### src/ccd_pkg.sv
// shared types, constants and id decode for the camera chunk deframer
`default_nettype none
package ccd_pkg;

	localparam int BYTE_W = 8;
	localparam int LEFT_W = 10;
	localparam int WORD_W = 16;
	localparam int KIND_W = 2;
	localparam int INDEX_W = 1;

	localparam logic [LEFT_W-1:0] PACKET_MAX_BYTES = 10'd1023;
	localparam logic [LEFT_W-1:0] MIN_CHUNK_BYTES = 10'd4;

	// result kinds
	localparam logic [KIND_W-1:0] KIND_DATA = 2'd0;
	localparam logic [KIND_W-1:0] KIND_START = 2'd1;
	localparam logic [KIND_W-1:0] KIND_END = 2'd2;
	localparam logic [KIND_W-1:0] KIND_DISCARD = 2'd3;

	// register indexes
	localparam logic [INDEX_W-1:0] REG_ALT_BRIDGE_MODE = 1'd0;
	localparam logic [INDEX_W-1:0] REG_START_SKIP_BYTES = 1'd1;

	// header byte positions
	localparam logic [1:0] HDR_IDLE = 2'd0;
	localparam logic [1:0] HDR_ID_LO = 2'd1;
	localparam logic [1:0] HDR_LEN_HI = 2'd2;
	localparam logic [1:0] HDR_LEN_LO = 2'd3;

	localparam logic [WORD_W-1:0] ID_START_A = 16'h8001;
	localparam logic [WORD_W-1:0] ID_START_B = 16'h8005;
	localparam logic [WORD_W-1:0] ID_START_C = 16'hc001;
	localparam logic [WORD_W-1:0] ID_START_D = 16'hc005;
	localparam logic [WORD_W-1:0] ID_END_A = 16'h8002;
	localparam logic [WORD_W-1:0] ID_END_B = 16'h8006;
	localparam logic [WORD_W-1:0] ID_END_C = 16'hc002;
	localparam logic [WORD_W-1:0] ID_DATA_A = 16'h0200;
	localparam logic [WORD_W-1:0] ID_DATA_B = 16'h4200;
	localparam logic [WORD_W-1:0] ID_DATA_MASK = 16'hff00;

	typedef struct packed {
		logic alt_bridge_mode;
		logic [WORD_W-1:0] start_skip_bytes;
	} cfg_t;

	typedef struct packed {
		logic valid;
		logic [KIND_W-1:0] kind;
		logic [BYTE_W-1:0] data;
	} res_t;

	function automatic logic is_start_id(input logic [WORD_W-1:0] id);
		return id == ID_START_A || id == ID_START_B || id == ID_START_C || id == ID_START_D;
	endfunction

	function automatic logic is_end_id(input logic [WORD_W-1:0] id);
		return id == ID_END_A || id == ID_END_B || id == ID_END_C;
	endfunction

	function automatic logic is_data_id(input logic [WORD_W-1:0] id, input logic alt);
		return (alt && ((id & ID_DATA_MASK) == ID_DATA_A)) || id == ID_DATA_A || id == ID_DATA_B;
	endfunction

endpackage
`default_nettype wire

### src/ccd_parser.sv
// chunk header and body tracking state with its per-byte update
`default_nettype none
module ccd_parser import ccd_pkg::*; (
	input  wire logic              clk,
	input  wire logic              arst_n,
	input  wire logic              advance,
	input  wire logic [BYTE_W-1:0] byte_in,
	input  wire logic [LEFT_W-1:0] bytes_left,
	input  wire cfg_t              cfg,
	output res_t                   res
);

	logic [1:0]        hdr_q, hdr_d;
	logic [WORD_W-1:0] id_q, id_d;
	logic [WORD_W-1:0] body_q, body_d;
	logic [WORD_W-1:0] skip_q, skip_d;
	logic              drop_q, drop_d;

	logic [LEFT_W-1:0] left_c;
	logic [LEFT_W-1:0] after_c;
	logic [WORD_W-1:0] len_c;
	logic              last_c;
	logic              data_c;

	always_comb begin
		left_c = (bytes_left > PACKET_MAX_BYTES) ? PACKET_MAX_BYTES : bytes_left;
		last_c = left_c <= LEFT_W'(1);
		after_c = (left_c != '0) ? left_c - LEFT_W'(1) : '0;
		len_c = {body_q[WORD_W-1:BYTE_W], byte_in};
		data_c = is_data_id(id_q, cfg.alt_bridge_mode);

		hdr_d = hdr_q;
		id_d = id_q;
		body_d = body_q;
		skip_d = skip_q;
		drop_d = drop_q;
		res = '{valid: 1'b0, kind: KIND_DATA, data: '0};

		if (drop_q) begin
			// rest of packet ignored
		end else if (hdr_q == HDR_ID_LO) begin
			id_d = {id_q[WORD_W-1:BYTE_W], byte_in};
			hdr_d = HDR_LEN_HI;
		end else if (hdr_q == HDR_LEN_HI) begin
			body_d = {byte_in, {BYTE_W{1'b0}}};
			hdr_d = HDR_LEN_LO;
		end else if (hdr_q == HDR_LEN_LO) begin
			hdr_d = HDR_IDLE;
			body_d = '0;
			if (WORD_W'(after_c) < len_c) begin
				drop_d = 1'b1;
				res.valid = 1'b1;
				res.kind = KIND_DISCARD;
			end else begin
				body_d = len_c;
				if (data_c) begin
					// body is image bytes
				end else if (is_start_id(id_q)) begin
					if (cfg.alt_bridge_mode) begin
						skip_d = cfg.start_skip_bytes;
					end
					res.valid = 1'b1;
					res.kind = KIND_START;
				end else if (is_end_id(id_q)) begin
					res.valid = 1'b1;
					res.kind = KIND_END;
				end
			end
		end else if (body_q != '0) begin
			body_d = body_q - WORD_W'(1);
			if (data_c) begin
				if (skip_q != '0) begin
					skip_d = skip_q - WORD_W'(1);
				end else begin
					res.valid = 1'b1;
					res.kind = KIND_DATA;
					res.data = byte_in;
				end
			end
		end else if (left_c >= MIN_CHUNK_BYTES) begin
			id_d = {byte_in, {BYTE_W{1'b0}}};
			hdr_d = HDR_ID_LO;
		end

		if (last_c) begin
			hdr_d = HDR_IDLE;
			body_d = '0;
			drop_d = 1'b0;
		end
	end

	always_ff @(posedge clk or negedge arst_n) begin
		if (!arst_n) begin
			hdr_q <= HDR_IDLE;
			id_q <= '0;
			body_q <= '0;
			skip_q <= '0;
			drop_q <= 1'b0;
		end else if (advance) begin
			hdr_q <= hdr_d;
			id_q <= id_d;
			body_q <= body_d;
			skip_q <= skip_d;
			drop_q <= drop_d;
		end
	end

	// a header in progress never coexists with a pending body count in its lower byte
	a_len_hi_clean: assert property (@(posedge clk) disable iff (!arst_n)
		hdr_q == HDR_LEN_LO |-> body_q[BYTE_W-1:0] == '0)
		else $error("length low byte not clear during header");

	// while dropping, no header is being collected
	a_drop_idle: assert property (@(posedge clk) disable iff (!arst_n)
		drop_q |-> hdr_q == HDR_IDLE && body_q == '0)
		else $error("dropping packet with live chunk state");

	// a packet's last byte always leaves the parser idle
	a_last_clears: assert property (@(posedge clk) disable iff (!arst_n)
		advance && last_c |=> hdr_q == HDR_IDLE && !drop_q && body_q == '0)
		else $error("state not cleared at packet end");

endmodule
`default_nettype wire

### src/camera_chunk_deframer.sv
// camera chunk deframer top level: stream ports, config registers, pipeline
//
// takes one byte of an isochronous camera packet per request on the slave
// stream, each with the count of bytes left in the packet (1 marks the last
// byte), and parses chunks of 16-bit big-endian id, 16-bit length and body.
// results on the master stream: image bytes (kind 0), frame start (1),
// frame end (2) and discard of the current frame (3) when a chunk claims more
// bytes than the packet holds. one byte goes in per clock at full rate: an
// input register feeds a single stage of counter and compare logic into an
// output register. each result is registered there as its byte leaves
// the input register. while a result waits to be taken the input register
// still takes one more byte, then the slave side stalls until the result
// leaves; bytes that give no result still wait for a free result slot.
// configuration: index 0 alternate bridge mode, index 1 skip bytes after a
// frame start; write only while the block is idle. cfg_ready is always high.
`default_nettype none
module camera_chunk_deframer import ccd_pkg::*; (
	input  wire logic               clk,
	input  wire logic               arst_n,
	// slave stream
	input  wire logic               s_tvalid,
	output logic                    s_tready,
	input  wire logic [23:0]        s_tdata,   // byte_in [7:0], bytes_left [17:8], zero pad
	// master stream
	output logic                    m_tvalid,
	input  wire logic               m_tready,
	output logic [BYTE_W-1:0]       m_tdata,   // byte_out [7:0]
	output logic [KIND_W-1:0]       m_tuser,   // event_kind [1:0]
	// config write channel
	input  wire logic               cfg_valid,
	output logic                    cfg_ready,
	input  wire logic [INDEX_W-1:0] cfg_index,
	input  wire logic [WORD_W-1:0]  cfg_data
);

	// config registers
	cfg_t cfg_q;

	// input register
	logic              valid_s1;
	logic [BYTE_W-1:0] byte_s1;
	logic [LEFT_W-1:0] left_s1;

	// output register
	logic              out_valid_q;
	logic [KIND_W-1:0] out_kind_q;
	logic [BYTE_W-1:0] out_byte_q;

	logic advance;
	res_t res;

	assign cfg_ready = 1'b1;

	always_ff @(posedge clk or negedge arst_n) begin
		if (!arst_n) begin
			cfg_q <= '0;
		end else if (cfg_valid) begin
			unique case (cfg_index)
				REG_ALT_BRIDGE_MODE: cfg_q.alt_bridge_mode <= cfg_data[0];
				REG_START_SKIP_BYTES: cfg_q.start_skip_bytes <= cfg_data;
				default: ;
			endcase
		end
	end

	// the held byte moves on when the result slot is free or being emptied
	assign advance = valid_s1 && (!out_valid_q || m_tready);
	assign s_tready = !valid_s1 || advance;

	always_ff @(posedge clk or negedge arst_n) begin
		if (!arst_n) begin
			valid_s1 <= 1'b0;
		end else if (s_tready) begin
			valid_s1 <= s_tvalid;
		end
	end

	always_ff @(posedge clk) begin
		if (s_tready && s_tvalid) begin
			byte_s1 <= s_tdata[BYTE_W-1:0];
			left_s1 <= s_tdata[BYTE_W+LEFT_W-1:BYTE_W];
		end
	end

	ccd_parser u_parser (
		.clk       (clk),
		.arst_n    (arst_n),
		.advance   (advance),
		.byte_in   (byte_s1),
		.bytes_left(left_s1),
		.cfg       (cfg_q),
		.res       (res)
	);

	always_ff @(posedge clk or negedge arst_n) begin
		if (!arst_n) begin
			out_valid_q <= 1'b0;
		end else if (advance) begin
			out_valid_q <= res.valid;
		end else if (m_tready) begin
			out_valid_q <= 1'b0;
		end
	end

	always_ff @(posedge clk) begin
		if (advance && res.valid) begin
			out_kind_q <= res.kind;
			out_byte_q <= res.data;
		end
	end

	assign m_tvalid = out_valid_q;
	assign m_tdata = out_byte_q;
	assign m_tuser = out_kind_q;

	// markers carry no byte
	a_marker_zero: assert property (@(posedge clk) disable iff (!arst_n)
		m_tvalid && m_tuser != KIND_DATA |-> m_tdata == '0)
		else $error("marker result with nonzero byte");

	// a held input byte stays put until it is processed
	a_hold_s1: assert property (@(posedge clk) disable iff (!arst_n)
		valid_s1 && !advance |=> valid_s1 && $stable(byte_s1) && $stable(left_s1))
		else $error("input register lost a byte");

	// a produced result always lands in the output register
	a_result_lands: assert property (@(posedge clk) disable iff (!arst_n)
		advance && res.valid |=> m_tvalid)
		else $error("result dropped");

endmodule
`default_nettype wire

### config.mk
export PLATFORM = sky130hd
export DESIGN_NAME = camera_chunk_deframer
export DESIGN_NICKNAME = d
export VERILOG_FILES = /design/src/ccd_pkg.sv /design/src/ccd_parser.sv /design/src/camera_chunk_deframer.sv
export SDC_FILE = /design/constraint.sdc
export NUM_CORES = 1
export LEC_CHECK = 0
export ABC_AREA = 1
export BUFFER_PORTS_ARGS = -buffer_cell sky130_fd_sc_hd__buf_2
export CAP_MARGIN = 25
export CORE_UTILIZATION = 43
export CTS_CLUSTER_SIZE = 16
export DETAILED_ROUTE_END_ITERATION = 7
export MAX_ROUTING_LAYER = met4
export PLACE_DENSITY_LB_ADDON = 0.25
export REMOVE_ABC_BUFFERS = 1
export SETUP_SLACK_MARGIN = 0.1
export SLEW_MARGIN = 15
export SYNTH_ARGS = -nofsm -noshare
export SYNTH_HDL_FRONTEND = slang
export SYNTH_SLANG_ARGS = --single-unit
export TNS_END_PERCENT = 50
### constraint.sdc
create_clock -name clk -period 4.2 [get_ports clk]
set_clock_uncertainty 0.2 [all_clocks]
set_input_delay 0.63 -clock clk [delete_from_list [all_inputs] [get_ports clk]]
set_output_delay 0.63 -clock clk [all_outputs]
set_load 0.03 [all_outputs]
# Word level (Yosys, flattened, before mapping)
# Cells that the tools add are included.
# totals
ff_bits	98
latch_bits	0
ramBits	0
romBits	0
in_bits	46
n_memories	0
# op_classes
addsub	3
mul	0
n_div	0
magnitude_cmp	4
n_eq_ne	23
shift	0
mux	49
bitwise	7
reduce_logical	36
# op_table
operator	count
$mux W16	15
$eq A16 B16 Y1 const B	7
$mux W11	6
$mux W8	6
$reduce_bool A16 Y1	2
$sub A16 B1 Y16 const B	2
$mux W10	2
$eq A16 B10 Y1 const B	1
$eq A16 B15 Y1 const B	1
$lt A10 B16 Y1	1
$mux W3	5
$mux W2	7
$reduce_bool A2 Y1	6
$reduce_and A11 Y1	1
$ge A10 B3 Y1 const B	1
$gt A10 B10 Y1 const B	1
$le A10 B1 Y1 const B	1
$reduce_bool A10 Y1	1
$sub A10 B1 Y10 const B	1
$logic_or A1 B1 Y1	9
$eq A8 B2 Y1 const B	1
$mux W1	8
$ne A2 B1 Y1 const B	4
$ne A2 B2 Y1 const B	4
other kinds (16)	29

# Longest topological paths before layout
# depth
word_depth	12
depth_mapped	21

# Hierarchy
# A second synthesis with hierarchy kept.
# hier_totals
cells_unflattened	684
hier_area_um2	5566.6
# modules_own_cells
mod	instances	cells_per_inst	area_per_inst_um2	seq_area_each_um2
ccd_parser	1	563	3877.5	1276.2
camera_chunk_deframer	1	121	1689.1	1316.3

# Worst setup path after synthesis
# Ideal clock, no wire load.
# synth_path
path_type	register to register
startpoint	register left_s1[0]
endpoint	register out_byte_q[0] (netlist: m_tdata[0]), enable pin
arrival_ns	2.772
required_ns	3.624
path_slack_ns	0.852
path_stages_with_launch	20
path_buffers	1
period_less_slack_ns	3.348
path_cell_list	edfxtp_1 > inv_1 > ha_1 > inv_2 > nor2_4 > inv_1 > o21ai_0 > nand2_1 > a31oi_1 > ha_1 > nand2_1 > nor2_1 > a211oi_1 > nand2_1 > nand2_2 > nand2_1 > buf_4 > nand2_1 > nand2_1 > nor2_1
# synth_between
elab_chain_cells	11
elab_cells_between_ends	12
cone_classes	add/sub: 1; order compare: 2; mux: 7; reduce/logical: 2
# synth_rtl
element	line	text
start: declaration	camera_chunk_deframer.sv:42	logic [LEFT_W-1:0] left_s1;
start signal: assignment	camera_chunk_deframer.sv:81	left_s1 <= s_tdata[BYTE_W+LEFT_W-1:BYTE_W];
$gt A10 B10 Y1	ccd_parser.sv:26	left_c = (bytes_left > PACKET_MAX_BYTES) ? PACKET_MAX_BYTES : bytes_left;
$mux W10 *	ccd_parser.sv:26	
$sub A10 B1 Y10 / $reduce_bool A10 Y1 (equally long branches)	ccd_parser.sv:28	after_c = (left_c != '0) ? left_c - LEFT_W'(1) : '0;
$mux W10 *	ccd_parser.sv:28	
$lt A10 B16 Y1 *	ccd_parser.sv:50	if (WORD_W'(after_c) < len_c) begin
$mux W3 *	ccd_parser.sv:50	
$mux W3 *	ccd_parser.sv:47	end else if (hdr_q == HDR_LEN_LO) begin
$mux W11 *	ccd_parser.sv:44	end else if (hdr_q == HDR_LEN_HI) begin
$mux W11 *	ccd_parser.sv:41	end else if (hdr_q == HDR_ID_LO) begin
$mux W11 *	ccd_parser.sv:39	if (drop_q) begin
$logic_and A1 B1 Y1 *	camera_chunk_deframer.sv:106	if (advance && res.valid) begin
end signal: assignment	camera_chunk_deframer.sv:108	out_byte_q <= res.data;
end: declaration	camera_chunk_deframer.sv:47	logic [BYTE_W-1:0] out_byte_q;
# Every way passes the cells marked *; elsewhere a longest branch is shown, timed or not.
# A chain may end at the register's enable or synchronous reset.

# Worst setup path in the final report
# layout_path
startpoint	register left_s1[0]
endpoint	register out_byte_q[2] (netlist: m_tdata[2]), enable pin
# Same word-level chain as after synthesis.

==> report_table.html <==
<table>
<tr><th>Metric</th><th>Value</th></tr>
<tr><th colspan="2">Placement</th></tr>
<tr><td>Routability congestion estimate</td><td>0.896</td></tr>
<tr><td>Minimum setup slack after placement</td><td>683 ps</td></tr>
<tr><td>Count of input and output buffers</td><td>51</td></tr>
<tr><td>Half-perimeter wire length after placement</td><td>8.77 mm</td></tr>
<tr><th colspan="2">GRT</th></tr>
<tr><td>Pin count of the biggest net entering global routing</td><td>64</td></tr>
<tr><td>Aggregate global routing overflow</td><td>0</td></tr>
<tr><td>Total track usage</td><td>0.206</td></tr>
<tr><td>Global-route wire length before repair</td><td>20.0 mm</td></tr>
<tr><td>Antenna violations before repair</td><td>0</td></tr>
<tr><td>Number of global-route vias before repair</td><td>4109</td></tr>
<tr><th colspan="2">CTS</th></tr>
<tr><td>CTS tree</td><td>done</td></tr>
<tr><td>Total setup buffers inserted after CTS</td><td>0</td></tr>
<tr><td>Bufs on Longest Clock Path</td><td>2</td></tr>
<tr><td>Cts repair resizes</td><td>0</td></tr>
<tr><td>H-tree depth</td><td>3</td></tr>
<tr><td>Clock latency of the later-clocked register in the worst-skew pair</td><td>350 ps</td></tr>
<tr><td>Number of buffers created by CTS</td><td>9</td></tr>
<tr><td>Root cell of the clock tree</td><td>sky130_fd_sc_hd__clkbuf_16</td></tr>
<tr><td>TritonCTS Sinks</td><td>98</td></tr>
<tr><td>CTS clock-pin slew for the worst setup and hold paths</td><td>60 ps</td></tr>
<tr><th colspan="2">Route</th></tr>
<tr><td>Routed wire length per instance</td><td>13.4 um</td></tr>
<tr><td>Drt first pass iters</td><td>4</td></tr>
<tr><td>Total Routed Length</td><td>12.0 mm</td></tr>
<tr><td>Count of nets left with antenna violations after detail routing</td><td>0</td></tr>
<tr><td>DR vias</td><td>4505</td></tr>
<tr><td>DRC violation total after the first TritonRoute iteration</td><td>305</td></tr>
<tr><td>DRC viols</td><td>0</td></tr>
<tr><td>Drt via density</td><td>5.03</td></tr>
<tr><th colspan="2">Die</th></tr>
<tr><td>Row count</td><td>40</td></tr>
<tr><td>Horizontal die dimension</td><td>115 um</td></tr>
<tr><td>Die extent in y</td><td>115 um</td></tr>
<tr><td>Area of the core region</td><td>12200 um2</td></tr>
<tr><td>Die footprint</td><td>13200 um2</td></tr>
<tr><td>Starting density of the core</td><td>0.447</td></tr>
<tr><td>Top Ports</td><td>59</td></tr>
<tr><th colspan="2">Setup path</th></tr>
<tr><td>Worst path cell trace</td><td>inv_1, ha_1, inv_2, nor2_4, nand3_2, o21ai_0, a21oi_1, ha_1, a21oi_1, nor2_1, a211oi_1, nand2_1, nand2_2, nand2_1, nand2_1, nand2_1, nor2_1, buf_4</td></tr>
<tr><td>Maximum fanout encountered on the critical timing path</td><td>11</td></tr>
<tr><td>Worst Path Arrival</td><td>3380 ps</td></tr>
<tr><td>Flop2flop setup slack</td><td>670 ps</td></tr>
<tr><td>Critical register-to-register path endpoint</td><td>m_tdata[2]$_SDFFCE_PP0P_</td></tr>
<tr><td>Most Frequent Cell on Critical Path</td><td>sky130_fd_sc_hd__nand2_1</td></tr>
<tr><td>Gate family responsible for the most delay along the worst path</td><td>simple AND/OR/NAND/NOR gates</td></tr>
<tr><td>Slowest stage delay, CP</td><td>400 ps</td></tr>
<tr><td>Crit. Startpoint</td><td>left_s1[0]$_DFFE_PP_</td></tr>
<tr><td>Number of stages on the worst setup path</td><td>18</td></tr>
<tr><td>R2r worst-path depth</td><td>18</td></tr>
<tr><td>Cell type of the slowest stage on the worst timing path</td><td>sky130_fd_sc_hd__edfxtp_1</td></tr>
<tr><td>Required time of the worst setup path</td><td>4050 ps</td></tr>
<tr><td>Crit end category</td><td>flop</td></tr>
<tr><td>CP Capture Point</td><td>m_tdata[2]$_SDFFCE_PP0P_</td></tr>
<tr><td>Total buffers and inverters traversed by the critical path</td><td>3</td></tr>
<tr><td>Worst reg2reg path startpoint</td><td>left_s1[0]$_DFFE_PP_</td></tr>
<tr><td>Critical Path Source Type</td><td>flop</td></tr>
<tr><td>Category of the critical setup timing path</td><td>reg -&gt; reg</td></tr>
<tr><th colspan="2">Timing</th></tr>
<tr><td>Final hold vios</td><td>0</td></tr>
<tr><td>Minimum setup slack in the final design</td><td>674 ps</td></tr>
<tr><td>Final max-slew violation count</td><td>0</td></tr>
<tr><td>Total negative slack</td><td>0 ps</td></tr>
<tr><td>Final critical path time including I/O delays and setup</td><td>3530 ps</td></tr>
<tr><td>Max-Slew Margin vs Limit</td><td>0.381</td></tr>
<tr><td>Unrepaired setup endpoints after global routing</td><td>no</td></tr>
<tr><td>Maximum clock frequency</td><td>0.284 GHz</td></tr>
<tr><td>Final period utilization</td><td>0.840</td></tr>
<tr><td>Total setup violations reported at the end of the flow</td><td>0</td></tr>
<tr><td>Slew at the pin closest to its max-slew limit</td><td>927 ps</td></tr>
<tr><th colspan="2">Synth</th></tr>
<tr><td>Register bit total from synthesis</td><td>98</td></tr>
<tr><td>Average footprint of a synthesized cell</td><td>8.15 um2</td></tr>
<tr><td>Synthesized instance count</td><td>670</td></tr>
<tr><td>Count of synthesis-stage warnings from yosys</td><td>0</td></tr>
<tr><td>Part of the Yosys area used for sequential elements</td><td>0.475</td></tr>
<tr><td>Post-synthesis instance area</td><td>5460 um2</td></tr>
<tr><td>Number of distinct library cells after synthesis</td><td>47</td></tr>
<tr><th colspan="2">Run</th></tr>
<tr><td>Max-capacitance violation count</td><td>0</td></tr>
<tr><th colspan="2">Power</th></tr>
<tr><td>Leakage power summed over all cells</td><td>3.07 nW</td></tr>
<tr><td>Power density relative to cell area</td><td>505 nW/um2</td></tr>
<tr><td>Largest vdd supply drop</td><td>264 uV</td></tr>
<tr><td>Part of the power in combinational logic</td><td>0.385</td></tr>
<tr><td>Internal portion of total power</td><td>0.00191 W</td></tr>
<tr><td>Sequential power share</td><td>0.365</td></tr>
<tr><td>Share of power burned in the clock network</td><td>0.250</td></tr>
<tr><td>Net switching component of the power</td><td>0.00120 W</td></tr>
<tr><td>Sw Share</td><td>0.385</td></tr>
<tr><th colspan="2">Hold path</th></tr>
<tr><td>Worst hold path startpoint</td><td>s_tdata[1]</td></tr>
<tr><td>Tightest Hold Check Type</td><td>in -&gt; reg</td></tr>
<tr><th colspan="2">Status</th></tr>
<tr><td>Outcome</td><td>finished, final reports clean</td></tr>
<tr><th colspan="2">Layout</th></tr>
<tr><td>Count of nets after finishing</td><td>785</td></tr>
<tr><td>Antenna cell count</td><td>0</td></tr>
<tr><td>Most common cell after layout, fill and taps aside</td><td>sky130_fd_sc_hd__nand2_1</td></tr>
<tr><td>Growth of design area from synthesis to finish</td><td>12.8%</td></tr>
<tr><td>Leading cell types in the layout, fill and taps excluded</td><td>sky130_fd_sc_hd__nand2_1 (170), sky130_fd_sc_hd__inv_1 (80), sky130_fd_sc_hd__dfrtp_1 (70)</td></tr>
<tr><td>Fillers</td><td>1179</td></tr>
<tr><td>Fraction of final layout cells sized beyond drive strength 1</td><td>0.143</td></tr>
</table>
## through the flow
| stage | power (W) | utilization | instances | area (um2) | hold slack, ps |
|---|---|---|---|---|---|
| 4_1_cts | 0.00313 | 0.504 | 895 | 6160 | 237 |
| 5_1_grt | 0.00335 | 0.504 | 895 | 6160 | 235 |
| 3_5_place_dp | 0.00234 | 0.481 | 878 | 5870 | 272 |
| 3_3_place_gp | 0.00232 | 0.481 | 878 | 5870 | 266 |
| 2_1_floorplan | 0.00204 | - | 655 | 5380 | 134 |
| 6_report | 0.00311 | 0.504 | 895 | 6160 | 253 |
## how the worst min path moves through the flow
| stage | cells after the start | slack [ps] | end |
|---|---|---|---|
| after detailed placement | 2 | 270 | u_parser.body_q[0]$_DFFE_PN0P_ |
| after CTS | 1 | 240 | left_s1[5]$_DFFE_PP_ |
| after global routing | 1 | 240 | left_s1[9]$_DFFE_PP_ |
| final | 1 | 250 | byte_s1[1]$_DFFE_PP_ |
| after floorplan | 0 | 130 | cfg_q[0]$_DFFE_PN0P_ |
| after global placement | 2 | 270 | u_parser.body_q[0]$_DFFE_PN0P_ |
## synthesized netlist by cell type (all sizes together)
cell type | count | share of area
nand2 | 173 | 0.12
nor3 | 12 | 0.011
nand3 | 50 | 0.051
a21boi | 1 | 0.0014
nand3b | 4 | 0.0055
conb | 1 | 0.00069
nor3b | 1 | 0.0014
mux2 | 11 | 0.023
xor2 | 6 | 0.0096
a31oi | 2 | 0.0023
o21ai | 43 | 0.040
ha | 17 | 0.039
clkbuf | 9 | 0.0062
o31ai | 1 | 0.0014
edfxtp | 28 | 0.15
and3 | 1 | 0.0011
xnor2 | 7 | 0.011
a21oi | 32 | 0.029
and2 | 1 | 0.0011
nor2 | 68 | 0.050
o22ai | 9 | 0.010
o41ai | 1 | 0.0016
inv | 89 | 0.062
o21bai | 1 | 0.0014
dfrtp | 70 | 0.32
buf | 6 | 0.0085
a211oi | 1 | 0.0014
nor4 | 2 | 0.0034
or2 | 3 | 0.0034
a41oi | 1 | 0.0016
o211ai | 1 | 0.0014
nand4 | 12 | 0.014
mux2i | 6 | 0.011
## final cells by class
type | instances | area, um2 | share of cell area
Clock inverter | 3 | 23.8 | 0.00386
Multi-Input combinational cell | 468 | 2450 | 0.398
Sequential cell | 98 | 2590 | 0.421
Clock buffer | 13 | 250 | 0.0406
Timing Repair Buffer | 56 | 295 | 0.0479
Inverter | 89 | 337 | 0.0547
Tap cell | 168 | 210 | 0.0341
## logic make-up after synthesis
family,after synthesis,synth area share
AOI/OAI and AO/OA,93,0.0921
xor gates and xnor gates,13,0.0209
adders and majority gates,17,0.0390
buffers and inverters,104,0.0763
DFF,98,0.475
muxes,17,0.0337
other,1,0.000687
and+or+nand+nor,327,0.262
## repair_timing
item,in CTS,in global routing
endpoints found under the setup margin,0,0
endpoints found under the hold margin,7,0
hold buffers,1,0
## per-layer routing
metal,part of all wire,global-route usage,routed length [um],vias to the layer above
met5,0,-,0,-
met4,0.012,0.0641,150,0
met3,0.053,0.0445,639,13
met2,0.47,0.316,5600,106
met1,0.47,0.272,5640,2090
li1,-,-,-,2296
## registers in the layout, summed over array words and instances, names as in the netlist
name,count
cfg_q,17
u_parser.body_q,16
u_parser.id_q,16
u_parser.skip_q,16
left_s1,10
byte_s1,8
m_tdata,8
m_tuser,2
u_parser.hdr_q,2
m_tvalid,1
u_parser.drop_q,1
valid_s1,1
## power groups by stage
stage	Sequential, W	Combinational, W	Clock, W
after floorplan	0.00113	0.000911	0
after CTS	0.00113	0.00119	0.000802
after detailed placement	0.00115	0.00119	0
after global placement	0.00115	0.00117	0
after global routing	0.00115	0.00136	0.000839
final	0.00113	0.00120	0.000777
Note: power is estimated with default switching activity, not from simulation.
